--- src/bc4_pkg.sv ---
// Shared types and constants for the BC4 block decoder.
`timescale 1ns / 1ps

package bc4_pkg;

    localparam int BLOCK_DIM   = 4;
    localparam int IDX_W       = 3;
    localparam int PIX_W       = 8;
    localparam int PAL_SIZE    = 8;
    localparam int INDEX_W     = BLOCK_DIM * BLOCK_DIM * IDX_W;
    localparam int ROW_IDX_W   = BLOCK_DIM * IDX_W;
    localparam int COUNT_W     = 3;
    localparam int QUEUE_DEPTH = 2;

    typedef logic [PIX_W-1:0] pixel_t;

    typedef struct packed {
        logic [PAL_SIZE-1:0][PIX_W-1:0] palette;
        logic [INDEX_W-1:0]             index_bits;
        logic [COUNT_W-1:0]             cols;
        logic [COUNT_W-1:0]             rows;
    } block_entry_t;

    typedef struct packed {
        logic empty;
        logic full;
    } queue_stat_t;

endpackage

--- src/bc4_front.sv ---
// Front end: accepts compressed blocks and builds the palette.
`timescale 1ns / 1ps

module bc4_front
    import bc4_pkg::*;
(
    input  logic                clk,
    input  logic                rst_n,
    input  logic                block_valid,
    output logic                block_stall,
    input  logic [PIX_W-1:0]    first_endpoint,
    input  logic [PIX_W-1:0]    second_endpoint,
    input  logic [INDEX_W-1:0]  index_bits,
    input  logic [COUNT_W-1:0]  cols_valid,
    input  logic [COUNT_W-1:0]  rows_valid,
    input  queue_stat_t         q_stat,
    output logic                push,
    output block_entry_t        push_entry
);

    localparam int SUM_W  = 11;
    localparam int PROD_W = 23;
    localparam int LANES  = 6;

    // x/7 for x below 1792 and x/5 for x below 1280 by reciprocal multiply
    function automatic pixel_t div7(input logic [SUM_W-1:0] x);
        logic [PROD_W-1:0] p;
        p = PROD_W'(x) * PROD_W'(12'd2341);
        return p[21:14];
    endfunction

    function automatic pixel_t div5(input logic [SUM_W-1:0] x);
        logic [PROD_W-1:0] p;
        p = PROD_W'(x) * PROD_W'(12'd3277);
        return p[21:14];
    endfunction

    logic                   stg_vld_reg;
    logic                   stg_vld_next;
    logic                   stg_gt_reg;
    pixel_t                 stg_e0_reg;
    pixel_t                 stg_e1_reg;
    logic [SUM_W-1:0]       stg_sum_reg [LANES];
    logic [SUM_W-1:0]       sum_next [LANES];
    logic [INDEX_W-1:0]     stg_idx_reg;
    logic [COUNT_W-1:0]     stg_cols_reg;
    logic [COUNT_W-1:0]     stg_rows_reg;
    logic [COUNT_W-1:0]     cols_sat;
    logic [COUNT_W-1:0]     rows_sat;
    logic                   gt;
    logic                   take;

    assign block_stall = stg_vld_reg && q_stat.full;
    assign take        = block_valid && !block_stall;
    assign push        = stg_vld_reg && !q_stat.full;
    assign gt          = first_endpoint > second_endpoint;

    assign cols_sat = (cols_valid > COUNT_W'(BLOCK_DIM)) ? COUNT_W'(BLOCK_DIM) : cols_valid;
    assign rows_sat = (rows_valid > COUNT_W'(BLOCK_DIM)) ? COUNT_W'(BLOCK_DIM) : rows_valid;

    // a rows count of zero produces nothing, so the beat is dropped here
    always_comb
    begin
        if (take)
            stg_vld_next = (rows_sat != '0);
        else
            stg_vld_next = stg_vld_reg && q_stat.full;
    end

    always_comb
    begin
        for (int k = 0; k < LANES; k++)
        begin
            if (gt)
                sum_next[k] = SUM_W'(6 - k) * SUM_W'(first_endpoint)
                            + SUM_W'(k + 1) * SUM_W'(second_endpoint);
            else if (k < 4)
                sum_next[k] = SUM_W'(4 - k) * SUM_W'(first_endpoint)
                            + SUM_W'(k + 1) * SUM_W'(second_endpoint);
            else
                sum_next[k] = '0;
        end
    end

    always_ff @(posedge clk or negedge rst_n)
    begin
        if (!rst_n)
            stg_vld_reg <= 1'b0;
        else
            stg_vld_reg <= stg_vld_next;
    end

    always_ff @(posedge clk)
    begin
        if (take)
        begin
            stg_gt_reg   <= gt;
            stg_e0_reg   <= first_endpoint;
            stg_e1_reg   <= second_endpoint;
            stg_idx_reg  <= index_bits;
            stg_cols_reg <= cols_sat;
            stg_rows_reg <= rows_sat;
            for (int k = 0; k < LANES; k++)
                stg_sum_reg[k] <= sum_next[k];
        end
    end

    always_comb
    begin
        push_entry.palette[0] = stg_e0_reg;
        push_entry.palette[1] = stg_e1_reg;
        for (int k = 0; k < LANES; k++)
        begin
            if (stg_gt_reg)
                push_entry.palette[2 + k] = div7(stg_sum_reg[k]);
            else if (k < 4)
                push_entry.palette[2 + k] = div5(stg_sum_reg[k]);
            else if (k == 4)
                push_entry.palette[2 + k] = '0;
            else
                push_entry.palette[2 + k] = '1;
        end
        push_entry.index_bits = stg_idx_reg;
        push_entry.cols       = stg_cols_reg;
        push_entry.rows       = stg_rows_reg;
    end

endmodule

--- src/bc4_queue.sv ---
// Short queue of decoded palettes between front end and row sequencer.
`timescale 1ns / 1ps

module bc4_queue
    import bc4_pkg::*;
#(
    parameter int DEPTH = QUEUE_DEPTH
)
(
    input  logic         clk,
    input  logic         rst_n,
    input  logic         push,
    input  block_entry_t push_entry,
    input  logic         pop,
    output block_entry_t head,
    output queue_stat_t  q_stat
);

    localparam int PTR_W = (DEPTH > 1) ? $clog2(DEPTH) : 1;
    localparam int CNT_W = $clog2(DEPTH + 1);

    block_entry_t       entries [DEPTH];
    logic [PTR_W-1:0]   wr_ptr_reg;
    logic [PTR_W-1:0]   rd_ptr_reg;
    logic [CNT_W-1:0]   count_reg;
    logic [PTR_W-1:0]   wr_ptr_next;
    logic [PTR_W-1:0]   rd_ptr_next;
    logic [CNT_W-1:0]   count_next;

    assign q_stat.empty = (count_reg == '0);
    assign q_stat.full  = (count_reg == CNT_W'(DEPTH));
    assign head         = entries[rd_ptr_reg];

    always_comb
    begin
        wr_ptr_next = wr_ptr_reg;
        rd_ptr_next = rd_ptr_reg;
        count_next  = count_reg;
        if (push)
            wr_ptr_next = (wr_ptr_reg == PTR_W'(DEPTH - 1)) ? '0 : wr_ptr_reg + 1'b1;
        if (pop)
            rd_ptr_next = (rd_ptr_reg == PTR_W'(DEPTH - 1)) ? '0 : rd_ptr_reg + 1'b1;
        if (push && !pop)
            count_next = count_reg + 1'b1;
        else if (pop && !push)
            count_next = count_reg - 1'b1;
    end

    always_ff @(posedge clk or negedge rst_n)
    begin
        if (!rst_n)
        begin
            wr_ptr_reg <= '0;
            rd_ptr_reg <= '0;
            count_reg  <= '0;
        end
        else
        begin
            wr_ptr_reg <= wr_ptr_next;
            rd_ptr_reg <= rd_ptr_next;
            count_reg  <= count_next;
        end
    end

    always_ff @(posedge clk)
    begin
        if (push)
            entries[wr_ptr_reg] <= push_entry;
    end

endmodule

--- src/bc4_back.sv ---
// Back end: walks the rows of the head block and drives the row channel.
`timescale 1ns / 1ps

module bc4_back
    import bc4_pkg::*;
(
    input  logic                 clk,
    input  logic                 rst_n,
    input  block_entry_t         head,
    input  queue_stat_t          q_stat,
    output logic                 pop,
    output logic                 row_valid,
    input  logic                 row_stall,
    output logic [1:0]           row_index,
    output logic [PIX_W-1:0]     pixel_col0,
    output logic [PIX_W-1:0]     pixel_col1,
    output logic [PIX_W-1:0]     pixel_col2,
    output logic [PIX_W-1:0]     pixel_col3,
    output logic [COUNT_W-1:0]   columns_in_row,
    output logic                 last_row
);

    logic                        row_valid_reg;
    logic [1:0]                  row_sel_reg;
    logic [1:0]                  row_index_reg;
    pixel_t [BLOCK_DIM-1:0]      pix_reg;
    pixel_t [BLOCK_DIM-1:0]      pix_next;
    logic [COUNT_W-1:0]          cols_reg;
    logic                        last_reg;
    logic                        load;
    logic                        is_last;
    logic [ROW_IDX_W-1:0]        row_bits;
    logic [IDX_W-1:0]            sel;

    assign load    = !row_valid_reg || !row_stall;
    assign is_last = ({1'b0, row_sel_reg} + COUNT_W'(1)) == head.rows;
    assign pop     = load && !q_stat.empty && is_last;
    assign row_bits = head.index_bits[row_sel_reg * ROW_IDX_W +: ROW_IDX_W];

    always_comb
    begin
        sel = '0;
        for (int c = 0; c < BLOCK_DIM; c++)
        begin
            sel = row_bits[c * IDX_W +: IDX_W];
            if (COUNT_W'(c) < head.cols)
                pix_next[c] = head.palette[sel];
            else
                pix_next[c] = '0;
        end
    end

    always_ff @(posedge clk or negedge rst_n)
    begin
        if (!rst_n)
        begin
            row_valid_reg <= 1'b0;
            row_sel_reg   <= '0;
        end
        else if (load)
        begin
            row_valid_reg <= !q_stat.empty;
            if (!q_stat.empty)
                row_sel_reg <= is_last ? 2'd0 : row_sel_reg + 2'd1;
        end
    end

    always_ff @(posedge clk)
    begin
        if (load && !q_stat.empty)
        begin
            row_index_reg <= row_sel_reg;
            pix_reg       <= pix_next;
            cols_reg      <= head.cols;
            last_reg      <= is_last;
        end
    end

    assign row_valid      = row_valid_reg;
    assign row_index      = row_index_reg;
    assign pixel_col0     = pix_reg[0];
    assign pixel_col1     = pix_reg[1];
    assign pixel_col2     = pix_reg[2];
    assign pixel_col3     = pix_reg[3];
    assign columns_in_row = cols_reg;
    assign last_row       = last_reg;

endmodule

--- src/bc4_block_decoder.sv ---
// Top level of the BC4 single-channel block decoder.
//
// Input channel (block_valid / block_stall): one compressed 4x4 block per beat,
// two endpoints, sixteen 3-bit indices, valid column and row counts.
// Output channel (row_valid / row_stall): one beat per pixel row, rows 0 up to
// rows_valid-1, with four pixels (invalid columns read zero), the column count
// and last_row on the final row. A block with a row count of zero yields none.
// Counts above four are treated as four.
// A taken block passes the front-end stage register, the palette queue and the
// back-end output register before row_valid rises for its first row.
// Throughput: one row per cycle while row_stall is low and the palette queue is
// not empty; the row sequencer in the back end sets the pace. The
// front end takes a new block every cycle while the palette queue has room.
// A stall on the row channel holds the current row; the front end keeps
// accepting until its stage and the queue are both full.
// Reset (rst_n low, asynchronous) empties the stage, the queue and the
// output register; no clearing pass is needed.
`timescale 1ns / 1ps

module bc4_block_decoder
    import bc4_pkg::*;
#(
    parameter int QDEPTH = QUEUE_DEPTH
)
(
    input  logic                 clk,
    input  logic                 rst_n,
    input  logic                 block_valid,
    output logic                 block_stall,
    input  logic [PIX_W-1:0]     first_endpoint,
    input  logic [PIX_W-1:0]     second_endpoint,
    input  logic [INDEX_W-1:0]   index_bits,
    input  logic [COUNT_W-1:0]   cols_valid,
    input  logic [COUNT_W-1:0]   rows_valid,
    output logic                 row_valid,
    input  logic                 row_stall,
    output logic [1:0]           row_index,
    output logic [PIX_W-1:0]     pixel_col0,
    output logic [PIX_W-1:0]     pixel_col1,
    output logic [PIX_W-1:0]     pixel_col2,
    output logic [PIX_W-1:0]     pixel_col3,
    output logic [COUNT_W-1:0]   columns_in_row,
    output logic                 last_row
);

    logic         push;
    logic         pop;
    block_entry_t push_entry;
    block_entry_t head;
    queue_stat_t  q_stat;

    bc4_front u_front (
        .clk             (clk),
        .rst_n           (rst_n),
        .block_valid     (block_valid),
        .block_stall     (block_stall),
        .first_endpoint  (first_endpoint),
        .second_endpoint (second_endpoint),
        .index_bits      (index_bits),
        .cols_valid      (cols_valid),
        .rows_valid      (rows_valid),
        .q_stat          (q_stat),
        .push            (push),
        .push_entry      (push_entry)
    );

    bc4_queue #(
        .DEPTH (QDEPTH)
    ) u_queue (
        .clk        (clk),
        .rst_n      (rst_n),
        .push       (push),
        .push_entry (push_entry),
        .pop        (pop),
        .head       (head),
        .q_stat     (q_stat)
    );

    bc4_back u_back (
        .clk            (clk),
        .rst_n          (rst_n),
        .head           (head),
        .q_stat         (q_stat),
        .pop            (pop),
        .row_valid      (row_valid),
        .row_stall      (row_stall),
        .row_index      (row_index),
        .pixel_col0     (pixel_col0),
        .pixel_col1     (pixel_col1),
        .pixel_col2     (pixel_col2),
        .pixel_col3     (pixel_col3),
        .columns_in_row (columns_in_row),
        .last_row       (last_row)
    );

`ifndef SYNTH
    a_next_row_follows: assert property (@(posedge clk) disable iff (!rst_n)
        row_valid && !row_stall && !last_row |=>
            row_valid && (row_index == $past(row_index) + 2'd1))
        else $error("next row of a block did not follow directly");

    a_cols_bounded: assert property (@(posedge clk) disable iff (!rst_n)
        row_valid |-> columns_in_row <= 3'd4)
        else $error("column count above four");

    a_masked_col: assert property (@(posedge clk) disable iff (!rst_n)
        row_valid && (columns_in_row < 3'd4) |-> pixel_col3 == 8'd0)
        else $error("pixel beyond valid columns not zero");

    a_queue_sane: assert property (@(posedge clk) disable iff (!rst_n)
        !(q_stat.empty && q_stat.full) && !(pop && q_stat.empty))
        else $error("queue status inconsistent");
`endif

endmodule

--- config.mk ---
export PLATFORM = sky130hd
export DESIGN_NAME = bc4_block_decoder
export DESIGN_NICKNAME = d
export VERILOG_FILES = /design/src/bc4_pkg.sv /design/src/bc4_front.sv /design/src/bc4_queue.sv /design/src/bc4_back.sv /design/src/bc4_block_decoder.sv
export SDC_FILE = /design/constraint.sdc
export NUM_CORES = 2
export LEC_CHECK = 0
export BUFFER_PORTS_ARGS = -buffer_cell sky130_fd_sc_hd__buf_2
export CAP_MARGIN = 20
export CORE_UTILIZATION = 44
export CTS_CLUSTER_SIZE = 10
export DETAILED_ROUTE_END_ITERATION = 8
export PLACE_DENSITY = 0.64
export RECOVER_POWER = 50
export SETUP_SLACK_MARGIN = 0.15
export SYNTH_ARGS = -nofsm -noshare
export SYNTH_HDL_FRONTEND = slang
export SYNTH_SLANG_ARGS = --single-unit
--- constraint.sdc ---
create_clock -name clk -period 16.3 [get_ports clk]
set_clock_uncertainty 0.2 [all_clocks]
set_input_delay 1.63 -clock clk [delete_from_list [all_inputs] [get_ports clk]]
set_output_delay 1.63 -clock clk [all_outputs]
set_load 0.02 [all_outputs]
# --- Word-level counts from Yosys, hierarchy flattened ---
# Memory sizes are Yosys's and may differ from the RTL's.
# Index checks and enable logic that the tools add are counted.
totals:
  reg_bits: 117
  latch_bits: 0
  mem_bits_rw: 302
  rom_bits: 0
  out_inout_bits: 40
  n_memories: 2
op_classes:
  n_addsub: 16
  mul: 17
  div: 0
  order_cmp: 11
  n_eq_ne: 2
  shifts: 1
  n_mux: 31
  bitwise_logic: 1
  reduce_logical: 19
mem_list:
  columns: ["name", "words", "word_bits", "rd", "rd_clocked_by_memory_dff", "write_ports", "line", "text"]
  rows:
  - ["u_queue.entries", 2, 118, 1, 0, 1, "bc4_queue.sv:22", "block_entry_t entries [DEPTH];"]
  - ["u_front.stg_sum_reg", 6, 11, 6, 0, 6, "bc4_front.sv:43", "logic [SUM_W-1:0] stg_sum_reg [LANES];"]
op_table:
  columns: ["op", "count"]
  rows:
  - ["11-bit by 12-bit multiplier with 22-bit output (second input constant)", 10]
  - ["8-bit binary-select mux with 3-bit select", 4]
  - ["8-bit two-way mux", 10]
  - ["11-bit two-way mux", 6]
  - ["48-bit by 7-bit variable part select with 12-bit output", 1]
  - ["2-bit by 8-bit multiplier with 10-bit output (first input constant)", 4]
  - ["10-bit by 10-bit adder with 11-bit output", 2]
  - ["3-bit by 8-bit multiplier with 11-bit output (first input constant)", 2]
  - ["3-bit by 4-bit < comparator with 1-bit output (second input constant)", 4]
  - ["10-bit by 8-bit adder with 11-bit output", 1]
  - ["10-bit by 9-bit adder with 11-bit output", 1]
  - ["11-bit by 8-bit adder with 11-bit output", 1]
  - ["11-bit by 9-bit adder with 11-bit output", 1]
  - ["8-bit by 10-bit adder with 11-bit output", 1]
  - ["8-bit by 11-bit adder with 11-bit output", 1]
  - ["9-bit by 10-bit adder with 11-bit output", 1]
  - ["9-bit by 11-bit adder with 11-bit output", 1]
  - ["8-bit > comparator", 1]
  - ["1-bit logical AND", 7]
  - ["1-bit logical NOT", 7]
  - ["1-bit two-way mux", 7]
  - ["3-bit > comparator (second input constant)", 2]
  - ["1-bit by 3-bit < comparator with 1-bit output (first input constant)", 2]
  - ["2-bit by 3-bit < comparator with 1-bit output (first input constant)", 2]
  - ["15 further kinds", 19]

# --- Longest topological paths before layout ---
depth:
  word_depth: 7
  mapped_depth: 22

# --- Modules after synthesis ---
# A second synthesis with hierarchy kept.
hier_totals:
  cells_unflattened: 3322
  area_unflattened_um2: 38542.0
by_module_without_submodules:
  columns: ["mod", "n_inst", "cells_per_inst", "area_each_um2", "seq_area_each_um2"]
  rows:
  - ["bc4_front", 1, 2593, 25624.6, 4018.9]
  - ["bc4_queue", 1, 383, 8744.6, 7186.9]
  - ["bc4_back", 1, 346, 4172.8, 1216.2]

# --- Worst setup path after synthesis ---
# No wires, ideal clock.
synth_timing:
  path_type: "register to register"
  from: "register u_queue.count_reg[0]"
  to: "memory u_queue.entries[0][0] in the netlist's numbering (enable)"
  setup_ns: 0.596
  arrival_time_ns: 5.537
  slack_ns: 9.966
  path_stages_with_launch: 4
  path_buffers: 0
  period_less_slack_ns: 6.334
  cell_sequence: "dfrtp_1 > nand2b_1 > nand2_1 > nor2_1"
synth_via:
  elab_chain_cells: 5
synth_lines:
  columns: ["item", "line", "text"]
  rows:
  - ["start: declaration", "bc4_queue.sv:25", "logic [CNT_W-1:0] count_reg;"]
  - ["start signal: assignment", "bc4_queue.sv:61", "count_reg <= count_next;"]
  - ["2-bit == test", "bc4_queue.sv:31", "assign q_stat.full = (count_reg == CNT_W'(DEPTH));"]
  - ["1-bit logical NOT", "bc4_front.sv:55", "assign push = stg_vld_reg && !q_stat.full;"]
  - ["1-bit logical AND", "bc4_front.sv:55", null]
  - ["1-bit two-way mux", "bc4_queue.sv:67", "if (push)"]
  - ["1-bit two-way mux (implied by the code)", "bc4_queue.sv:68", "entries[wr_ptr_reg] <= push_entry;"]
  - ["end: declaration", "bc4_queue.sv:22", null]
# No other way between the ends.

==> flow_metrics.tcl <==
set metrics [dict create \
    cts_hold_buf 0 \
    worstPathRequired_ns 16.40 \
    grt_max_degree 70 \
    timing.fmax_mhz 158 \
    worst_setup_path_start_kind "flip-flop" \
    place_congestion 0.839 \
    post_cts_buffers 0 \
    grt_pass1_vias 24300 \
    drt_wl_total_mm 84.7 \
    slew_viol_final 262 \
    numCtsBuffers 49 \
    relSlewSlack_pct -144 \
    synth_edf_count 407 \
    io_pins 114 \
    yosysSeqAreaShare_pct 33.0 \
    crit_top_cell "fa_1" \
    start_util_pct 44.8 \
    largest_reg_flops 236 \
    clk_path_buf_depth 3 \
    period_share_pct 38.9 \
    port_buffers 113 \
    path_clk_slew_ns 0.06 \
    drtIter0Drc 1425 \
    yosysTopAreaCellShare_pct 32.5 \
    wl_met3_mm 3.83 \
    critPathCaptureType "flip-flop" \
    min-delay-path-class "flip-flop to flip-flop" \
    drcViolationCount 0 \
    violations "max-capacitance violations, max-slew violations" \
    grt_pass1_wl_mm 133 \
    top_layer "met5" \
    setup_viol 0 \
    cpMaxStageDelayCell "clkbuf_1" \
    dp_hpwl_mm 65.7 \
    syn_nets 4418 \
    path_max_fanout 15 \
    critical_path_class "flip-flop to flip-flop" \
    track_usage_pct 19.7 \
    cts_root_buf "clkbuf_16" \
    drive_above_1_share_pct 6.90 \
    htreeDepth 2 \
    nFillCells 7707 \
    hold_violations 0 \
    grt_antenna_before_repair 4 \
    chipWidth_um 294 \
    worst_slew_pin_slew_ns 3.66 \
    area_growth_pct 8.65 \
    wl_met2_mm 38.7 \
    fin_nets 4529 \
    yosys.area.top_type "edfxtp_1" \
    fin_area_mm2 0.0409 \
    dieArea_mm2 0.0867 \
    wl_per_cell_um 18.2 \
    syn_inst 3382 \
    tns_ns 0 \
    via_count 24500 \
    worstPathCellList "clkbuf_1, inv_1, fa_1, inv_1, fa_1, fa_1, ha_1, a21oi_1, o21ai_0, a41o_1, a31o_2, a31oi_1, o21bai_1, a211oi_1, o32ai_1" \
    wl_met1_mm 41.0 \
    status "complete, but fails checks" \
    synth-async-reset-ratio_pct 1.93 \
    clk-insertion-delay-late_ns 0.59 \
    dr.pass1.iters 5 \
    synthDistinctLibCells 66 \
    vias_per_cell 5.27 \
    yosysWarnings 0 \
    min_period_ns 6.34 \
    fin_hold_ws_ns 0.241 \
    placed_cell_area_mm2 0.0395 \
    clock-sinks 415 \
    syn_area_mm2 0.0376 \
    post_cts_resized 0 \
    core_mm2 0.0841 \
    diodes 0 \
    synth_ff_type "edfxtp_1" \
    grt_setup_unrepaired "no" \
    syn_avg_cell_area_um2 11.1 \
    die_h_um 294 \
    ys_top_cells_by_area "edfxtp_1, ha_1, fa_1, inv_1, a21oi_1" \
    maxCapViolCount 5 \
    critPathMaxStageDelay_ns 0.94 \
    arrival_ns 6.44 \
    overflow 0 \
    ant_nets 0 \
    ys_ff_latch 415 \
    core.rowCount 106 \
    cts_tree "built" \
]
-- path summary, 6_finish.rpt --
check	end	from	cells past startpoint	slack [ns]
setup reg to reg	u_queue.entries[1][84]$_DFFE_PP_	u_front.stg_e0_reg[0]$_DFFE_PP_	15	9.96
setup / recovery	u_queue.entries[1][84]$_DFFE_PP_	u_front.stg_e0_reg[0]$_DFFE_PP_	15	9.96
max in group asynchronous	u_queue.rd_ptr_reg$_DFFE_PN0P_	rst_n	1	14.78
min in group asynchronous	u_back.row_valid$_DFFE_PN0N_	rst_n	1	0.78
hold / removal	u_queue.entries[1][2]$_DFFE_PP_	u_front.stg_rows_reg[2]$_DFFE_PP_	0	0.24
hold reg to reg	u_queue.entries[1][2]$_DFFE_PP_	u_front.stg_rows_reg[2]$_DFFE_PP_	0	0.24
-- cells in the mapped netlist (all sizes together), types with 13 or more instances --
cell type / n
xnor2: 101
o21a: 24
nand2: 74
a211oi: 141
inv: 612
mux2i: 49
clkbuf: 39
nor2: 217
ha: 733
a21o: 55
xor2: 60
nor2b: 23
nand4: 13
nor3: 28
edfxtp: 407
a21oi: 225
o21ai: 49
mux2: 42
fa: 229
nand3: 20
o31ai: 18
o21bai: 38
buf: 39
mux4: 24
-- area by class of cell --
| cell class | instances | area, um2 | share of cell area (%) |
|---|---|---|---|
| Multi-Input combinational cell | 2277 | 22600 | 55.3 |
| Sequential cell | 415 | 12400 | 30.4 |
| Inverter | 612 | 2300 | 5.62 |
| Tap cell | 1134 | 1420 | 3.47 |
| Clock buffer | 72 | 1320 | 3.23 |
| Timing Repair Buffer | 138 | 691 | 1.69 |
| Clock inverter | 7 | 118 | 0.288 |
-- cell usage in the layout (no fill, tap or decap), types with 49 or more instances in the layout --
cell type,netlist,routed
nand2_1,74,74
o21ai_0,49,49
a21oi_1,225,225
xnor2_1,101,101
a21o_1,55,55
inv_1,611,611
ha_1,733,733
clkbuf_1,39,56
a211oi_1,140,140
fa_1,229,229
edfxtp_1,407,407
clkbuf_16,0,49
nor2_1,217,216
buf_2,33,87
xor2_1,60,60
-- critical path, delay by kind of cell (launching register included) --
| kind | cells | cell delay (ns) |
|---|---|---|
| flops | 1 | 0.32 |
| compound gates | 8 | 1.78 |
| fa+ha+maj | 4 | 2.04 |
| buf+inv | 3 | 1.69 |
-- logic make-up after synthesis --
family | count (synthesis) | share of synthesized area, %
DFF | 415 | 33.0
and+or+nand+nor | 430 | 5.13
AOI/OAI and AO/OA | 609 | 10.5
xor gates and xnor gates | 161 | 3.75
buffers and inverters | 690 | 7.04
adders and majority gates | 962 | 36.5
muxes | 115 | 4.00
-- layer usage --
metal  up-vias  GRT usage [%]
li1      12000              -
met1     11900           28.3
met2       492           32.2
met3        77           2.31
met4         8           3.30
met5         -              0
-- metrics by stage --
step | utilization, % | cells | setup slack, ns
floorplan | - | 3382 | 9.97
global placement | 47.0 | 4576 | 10.29
detailed placement | 47.0 | 4576 | 10.25
CTS | 48.7 | 4655 | 10.38
global route | 48.6 | 4655 | 9.53
finish | 48.6 | 4655 | 9.96
Power is not shown: default switching activity piles up to over one toggle a cycle in this logic, so the estimate is an artifact.
